===== config.mk =====
export PLATFORM = sky130hd
export DESIGN_NAME = event_handoff_fifo
export DESIGN_NICKNAME = d
export VERILOG_FILES = /design/src/ehf_pkg.sv /design/src/event_handoff_fifo.sv /design/src/ehf_cell.sv /design/src/ehf_chain.sv
export SDC_FILE = /design/constraint.sdc
export NUM_CORES = 1
export LEC_CHECK = 0
export ABC_AREA = 1
export BUFFER_PORTS_ARGS = -buffer_cell sky130_fd_sc_hd__buf_2
export CAP_MARGIN = 0
export CORE_UTILIZATION = 60
export DETAILED_ROUTE_END_ITERATION = 10
export PLACE_DENSITY = 0.76
export SYNTH_ARGS = -nofsm -noshare
export SYNTH_HDL_FRONTEND = slang
export SYNTH_SLANG_ARGS = --single-unit

===== constraint.sdc =====
create_clock -name clock -period 8.15 [get_ports clock]
set_input_delay 0.815 -clock clock [delete_from_list [all_inputs] [get_ports clock]]
set_output_delay 0.815 -clock clock [all_outputs]
set_load 0.02 [all_outputs]

===== src/ehf_pkg.sv =====
// Shared types and codes for the event hand-off FIFO.
// No dependencies; imported by every module of the block.
package ehf_pkg;

   localparam int DefQueueDepth = 16;
   localparam int DefDataWidth  = 32;

   localparam logic CMD_PUSH = 1'b0;
   localparam logic CMD_PULL = 1'b1;

   localparam logic [2:0] ST_DELIVERED = 3'd0;
   localparam logic [2:0] ST_QUEUED    = 3'd1;
   localparam logic [2:0] ST_DROPPED   = 3'd2;
   localparam logic [2:0] ST_IGNORED   = 3'd3;
   localparam logic [2:0] ST_EMPTY     = 3'd4;

   typedef struct packed {
      logic        cmd;
      logic [31:0] event_data;
   } req_type;

   typedef struct packed {
      logic        delivered;
      logic [31:0] delivered_data;
      logic [2:0]  status;
      logic [4:0]  queue_level;
   } rsp_type;

   // Per-cycle command broadcast to every cell of the queue.
   typedef struct packed {
      logic push;
      logic pop;
   } cell_ctrl_type;

endpackage


===== src/event_handoff_fifo.sv =====
// Event hand-off FIFO: producer pushes and consumer pulls share one request channel.
// The response is valid in the cycle after a request is accepted; one transaction
// per cycle while not stalled, set by the cell row shift and the one response register.
// Reset (synchronous, active high) empties the queue, clears consumer ready and disables
// events; stored words are not cleared, since a cell is only read once it has been filled.
// Depends on ehf_pkg and ehf_chain.
module event_handoff_fifo import ehf_pkg::*; #(
   parameter int QUEUE_DEPTH = DefQueueDepth,
   parameter int DATA_WIDTH  = DefDataWidth
) (
   input  logic    clock,
   input  logic    reset,
   // configuration: event_enable
   input  logic    csr_valid,
   output logic    csr_ready,
   input  logic    csr_data,
   // request channel
   input  logic    req_valid,
   output logic    req_stall,
   input  req_type req_data,
   // response channel
   output logic    rsp_valid,
   input  logic    rsp_stall,
   output rsp_type rsp_data
);

   // the ports carry 32 bits, so no more than that is ever kept
   localparam int WordWidth  = (DATA_WIDTH < 32) ? DATA_WIDTH : 32;
   localparam int CountWidth = $clog2(QUEUE_DEPTH + 1);
   localparam logic [CountWidth-1:0] CountMax = CountWidth'(QUEUE_DEPTH);

   logic                   enable_ff;
   logic                   ready_ff, ready_in;
   logic [CountWidth-1:0]  count_ff, count_in;
   logic                   rsp_valid_ff, rsp_valid_in;
   rsp_type                rsp_ff, rsp_in;

   logic                   accept;
   logic                   is_push;
   logic [WordWidth-1:0]   push_word;
   logic [WordWidth-1:0]   head_word;
   logic [QUEUE_DEPTH-1:0] cell_full;
   cell_ctrl_type          cell_ctrl;

   // Configuration: always ready; the user must write it only while idle, not enforced here
   assign csr_ready = 1'b1;

   // Take a new transaction whenever the response register is free or being drained
   assign req_stall = rsp_valid_ff && rsp_stall;
   assign accept    = req_valid && !req_stall;
   assign is_push   = (req_data.cmd == CMD_PUSH);
   assign push_word = req_data.event_data[WordWidth-1:0];

   // Decide the transaction's outcome and the queue command
   always_comb begin
      ready_in       = ready_ff;
      count_in       = count_ff;
      cell_ctrl.push = 1'b0;
      cell_ctrl.pop  = 1'b0;
      rsp_in.delivered      = 1'b0;
      rsp_in.delivered_data = '0;
      rsp_in.status         = ST_EMPTY;

      if (is_push) begin
         if (!enable_ff) begin
            rsp_in.status = ST_IGNORED;
         end else if (count_ff == '0 && ready_ff) begin
            // bypass: hand straight to the waiting consumer
            ready_in              = 1'b0;
            rsp_in.delivered      = 1'b1;
            rsp_in.delivered_data = 32'(push_word);
            rsp_in.status         = ST_DELIVERED;
         end else if (count_ff == CountMax) begin
            rsp_in.status = ST_DROPPED;
         end else begin
            cell_ctrl.push = accept;
            count_in       = count_ff + 1'b1;
            rsp_in.status  = ST_QUEUED;
         end
      end else begin
         ready_in = 1'b1;
         if (count_ff != '0) begin
            // pop the oldest word from the head cell
            cell_ctrl.pop         = accept;
            count_in              = count_ff - 1'b1;
            rsp_in.delivered      = 1'b1;
            rsp_in.delivered_data = 32'(head_word);
            rsp_in.status         = ST_DELIVERED;
         end else begin
            rsp_in.status = ST_EMPTY;
         end
      end

      rsp_in.queue_level = 5'(count_in);
   end

   // Advance the response register: load on accept, drop once taken
   always_comb begin
      rsp_valid_in = rsp_valid_ff && rsp_stall;
      if (accept) begin
         rsp_valid_in = 1'b1;
      end
   end

   always_ff @(posedge clock) begin
      if (reset) begin
         enable_ff    <= 1'b0;
         ready_ff     <= 1'b0;
         count_ff     <= '0;
         rsp_valid_ff <= 1'b0;
      end else begin
         if (csr_valid && csr_ready) begin
            enable_ff <= csr_data;
         end
         if (accept) begin
            ready_ff <= ready_in;
            count_ff <= count_in;
         end
         rsp_valid_ff <= rsp_valid_in;
      end
   end

   // Hold the payload while the response waits
   always_ff @(posedge clock) begin
      if (accept) begin
         rsp_ff <= rsp_in;
      end
   end

   ehf_chain #(
      .QUEUE_DEPTH (QUEUE_DEPTH),
      .WORD_WIDTH  (WordWidth)
   ) u_chain (
      .clock     (clock),
      .reset     (reset),
      .ctrl      (cell_ctrl),
      .push_word (push_word),
      .head_word (head_word),
      .cell_full (cell_full)
   );

   assign rsp_valid = rsp_valid_ff;
   assign rsp_data  = rsp_ff;

   // The occupied cells and the event count agree
   a_count_matches_cells: assert property (@(posedge clock) disable iff (reset)
      $countones(cell_full) == 32'(count_ff))
      else $error("cell occupancy disagrees with event count");

   // Never hold more events than cells
   a_count_bounded: assert property (@(posedge clock) disable iff (reset)
      count_ff <= CountMax)
      else $error("event count beyond queue depth");

   // A push and a pop never reach the cells together
   a_single_cmd: assert property (@(posedge clock) disable iff (reset)
      !(cell_ctrl.push && cell_ctrl.pop))
      else $error("push and pop issued in the same cycle");

   // A bypassed push consumes the consumer's ready flag
   a_bypass_clears_ready: assert property (@(posedge clock) disable iff (reset)
      accept && is_push && enable_ff && count_ff == '0 && ready_ff |=> !ready_ff)
      else $error("consumer ready not cleared after bypass");

   // A pull always leaves the consumer marked ready and a response valid
   a_pull_sets_ready: assert property (@(posedge clock) disable iff (reset)
      accept && !is_push |=> ready_ff && rsp_valid_ff)
      else $error("pull did not set consumer ready");

endmodule


===== src/ehf_cell.sv =====
// One queue cell: holds a word and an occupied flag, shifts towards the head on a pop.
// Depends on ehf_pkg.
module ehf_cell import ehf_pkg::*; #(
   parameter int WORD_WIDTH = DefDataWidth
) (
   input  logic                  clock,
   input  logic                  reset,
   input  cell_ctrl_type         ctrl,
   input  logic [WORD_WIDTH-1:0] push_word,
   input  logic                  prev_full,
   input  logic [WORD_WIDTH-1:0] next_word,
   input  logic                  next_full,
   output logic [WORD_WIDTH-1:0] word,
   output logic                  full
);

   logic [WORD_WIDTH-1:0] word_ff, word_in;
   logic                  full_ff, full_in;
   logic                  load;

   // the first free cell behind an occupied one takes the pushed word
   assign load = ctrl.push && prev_full && !full_ff;

   always_comb begin
      word_in = word_ff;
      full_in = full_ff;
      if (ctrl.pop) begin
         word_in = next_word;
         full_in = next_full;
      end else if (load) begin
         word_in = push_word;
         full_in = 1'b1;
      end
   end

   always_ff @(posedge clock) begin
      if (reset) begin
         full_ff <= 1'b0;
      end else begin
         full_ff <= full_in;
      end
   end

   always_ff @(posedge clock) begin
      word_ff <= word_in;
   end

   assign word = word_ff;
   assign full = full_ff;

endmodule


===== src/ehf_chain.sv =====
// Row of queue cells, oldest word in cell 0.
// Depends on ehf_pkg and ehf_cell.
module ehf_chain import ehf_pkg::*; #(
   parameter int QUEUE_DEPTH = DefQueueDepth,
   parameter int WORD_WIDTH  = DefDataWidth
) (
   input  logic                   clock,
   input  logic                   reset,
   input  cell_ctrl_type          ctrl,
   input  logic [WORD_WIDTH-1:0]  push_word,
   output logic [WORD_WIDTH-1:0]  head_word,
   output logic [QUEUE_DEPTH-1:0] cell_full
);

   logic [WORD_WIDTH-1:0] word_w [QUEUE_DEPTH+1];
   logic [QUEUE_DEPTH:0]  full_w;

   // beyond the tail: an empty cell
   assign word_w[QUEUE_DEPTH] = '0;
   assign full_w[QUEUE_DEPTH] = 1'b0;

   for (genvar i = 0; i < QUEUE_DEPTH; i++) begin : g_cell
      logic prev_full;
      if (i == 0) begin : g_head
         assign prev_full = 1'b1;
      end else begin : g_body
         assign prev_full = full_w[i-1];
      end

      ehf_cell #(
         .WORD_WIDTH (WORD_WIDTH)
      ) u_cell (
         .clock     (clock),
         .reset     (reset),
         .ctrl      (ctrl),
         .push_word (push_word),
         .prev_full (prev_full),
         .next_word (word_w[i+1]),
         .next_full (full_w[i+1]),
         .word      (word_w[i]),
         .full      (full_w[i])
      );
   end

   assign head_word = word_w[0];
   assign cell_full = full_w[QUEUE_DEPTH-1:0];

endmodule

==> flow_summary.ini <==
[cells_and_area]
layout-area-overhead-vs-synth_pct = 9.975
post_route_cells_drive_above_1_share_pct = 11.31
design_area_um2 = 25560
finish.cell_count_without_fillers = 2650
fill_cells = 2756
insertedDiodeCount = 0
final_nets = 2135

[grt]
maximum_number_of_pins_on_one_net_before_global_route_repair = 251
globalRoute.totalOverflow = 0
grt_first_pass_wirelength_um = 74380
grt_pass1_vias = 13907
grt_util_all_layers_pct = 24.80
antenna_found_initial = 0

[clock_tree]
clockBufferDepth = 3
cts-htree-levels = 2
clock_tree_from_tritoncts = yes
cts_made_buffers = 55
cts_num_sinks = 577
post-cts-setup-buffers = 0
worst_skew_pair.late_latency_ns = 0.59
post_cts_resized = 0
clockRootBuffer = clkbuf_16
cts.hold.buffers_added = 0
clock_pin_slew_on_the_worst_setup_and_hold_paths_ns = 0.06

[floorplan]
die-height_um = 198.8
effective_utilization_at_floorplan_pct = 61.28
die_span_x_um = 198.8
core_region_area_um2 = 37930
area_of_the_die_um2 = 39530
fp-row-count = 71
ios = 83

[worst_setup_path]
critical_path.reg2reg.startpoint = count_ff[0]
r2r_end = u_chain.g_cell[10].u_cell.full
timing.critical_path.required_ns = 8.63
timing.setup.critical_path_class = register to register
reg2reg_slack_ns = 4.27
worst-r2r-cell-count = 11
crit_path_end_kind = register
worstPathMaxFanout = 250
timing.critical_path.arrival_ns = 4.36
worst_setup_path_startpoint = count_ff[0]
worstSetupStartpointType = register

[timing]
rsz0062_at_grt = no
max_clock_freq_mhz = 257.9
crit_share_post_route_pct = 47.58
layout_min_cycle_time_ns = 3.878
skew_ns = 0.01294
setup_tns_ns = 0
final_max_tran_viols = 0
worst_pin_slew_ns = 1.129
timing.final.setup_violations = 0
timing.max_slew.rel_slack_pct = 24.76
finalHoldViolations = 0

[power]
clock_power_share_pct = 37.3
leakagePower_nw = 10.27
power.switching_fraction_pct = 23.62
comb_power_share_pct = 8.8
peakVddDrop_mv = 0.2014
power-per-cell-area_nw_per_um2 = 257.7
power.net_switching_mw = 1.555
internal_power_mw = 5.031
sequentialPowerShare_pct = 53.8

[detailed_routing]
routed_wirelength_um = 47530
ant_nets = 0
route.detailed.drc = 0
routed_wire_length_per_instance_um = 17.94
route.detailed.vias_per_inst = 5.418
drtIter0Drc = 1571
route.vias.total = 14359
detailedRoute.firstPassIterationCount = 7

[worst_hold_path]
min-delay-start = csr_data
worst_hold_path.endpoint = enable_ff
hold_depth = 3
min-delay-path-class = input port to register

[synthesis]
post_syn_area_um2 = 23240
synth_common_cells = nand2_1 (1007), edfxtp_1 (521), nor2_1 (75)
synth_warnings = 0
share_of_synthesized_flip_flops_with_an_asynchronous_set_or_reset_pct = 0
synth_largest_area_cell = edfxtp_1
avgSynthCellArea_um2 = 11.33
synth.top_cell.area_share_pct = 67.31
leading_cell_type_by_number_of_instances_after_synthesis = nand2_1
synth_edf_count = 521
post_synth_num_cell_types = 30
synthFlopType = edfxtp_1
seq_area_frac_synth_pct = 72.13
yosys_register_bits = 577
synthesized_nets = 2092
syn-instance-count = 2051
top_cells_by_area_in_the_synthesized_netlist = edfxtp_1 (67%), nand2_1 (16%), dfxtp_1 (4.8%)

[flow_run]
maxCapViolations = 0

[place]
io_buffer_count = 81
placed_cell_area_um2 = 23830
detailed_place_hpwl_um = 24630
place_inst = 2548
finalWeightedCongestion = 0.7852

[status]
run_status = completed
cells in the final DEF, fill, tap and decap left out, types with 20 or more instances in the layout:
cell and instances:
a22o_1 32, buf_2 81, clkbuf_16 57, dfxtp_1 56
edfxtp_1 521, inv_1 67, nand2_1 1007, nand2_4 20
nand3_1 51, nor2_1 75, o21ai_0 39
state kept, by name (all words and copies together) (netlist names):
signal                      flops
u_chain.g_cell.u_cell.word    512
u_chain.g_cell.u_cell.full     16
rsp_data                       41
count_ff                        5
enable_ff                       1
ready_ff                        1
rsp_valid                       1
metal layers:
layer  routed length, um  track usage, %
met5                   0               0
met4                 966           6.752
met3                3289           4.544
met2               22500           39.64
met1               20770           35.21
worst max-delay path: stages, from the launching register on:
cell,delay (ns)
dfxtp_1,0.36
inv_1,0.11
ha_1,0.30
nand2_2,0.12
nor2_4,0.04
nand2_2,0.12
nand2_8,0.38
inv_8,0.94
buf_12,0.66
nand2_1,0.14
nand3_1,0.16
inv_2,0.04
cell families (layout without fill, tap and decap cells):
logic type               count (synthesis)  count (layout)  share of synthesized area [%]
AND/OR/NAND/NOR                       1172            1172                          20.11
flip-flops                             577             577                          72.13
buffers and inverters                  197             285                          4.850
AO/OA/AOI/OAI                          100             100                          2.713
adder cells (fa/ha/maj)                  2               2                         0.1076
XOR/XNOR                                 2               2                        0.07538
other                                    1               1                        0.01613
power by group through the flow:
stage	clock network, mW	registers, mW	logic (mW)
floorplan	0	3.62	0.393
global placement	0	3.60	0.552
detailed placement	0	3.60	0.575
CTS	2.49	3.55	0.579
global route	2.60	3.56	0.644
finish	2.46	3.55	0.580
worst max-delay path by stage:
stage | end | depth (start not counted)
after floorplan | u_chain.g_cell[10].u_cell.word[0] | 6
after CTS | u_chain.g_cell[10].u_cell.full | 11
after global placement | u_chain.g_cell[13].u_cell.full | 10
after global routing | u_chain.g_cell[1].u_cell.word[31] | 10
after detailed placement | u_chain.g_cell[9].u_cell.full | 10
final | u_chain.g_cell[10].u_cell.full | 11
area by class of cell:
| cell class | instances | area, um^2 | share of cell area (%) |
|---|---|---|---|
| clock inverter | 27 | 171.4 | 0.6706 |
| multi-input combinational | 1277 | 5538 | 21.66 |
| clock buffer | 75 | 1564 | 6.118 |
| sequential | 577 | 16770 | 65.59 |
| tap | 511 | 639.4 | 2.501 |
| inverter | 82 | 315.3 | 1.233 |
| timing repair buffer | 101 | 568.0 | 2.222 |
metrics by stage:
| step | hold slack, ns | util, % | power [mW] | worst slack, ns |
|---|---|---|---|---|
| after detailed placement | 0.4865 | 62.81 | 4.180 | 3.884 |
| after global routing | 0.4799 | 67.39 | 6.806 | 3.952 |
| after CTS | 0.4431 | 67.39 | 6.615 | 4.373 |
| final | 0.4648 | 67.39 | 6.586 | 4.272 |
| after floorplan | 0.4515 | - | 4.015 | 3.930 |
| after global placement | 0.4803 | 62.81 | 4.154 | 3.999 |
(Power assumes the default switching activity.)
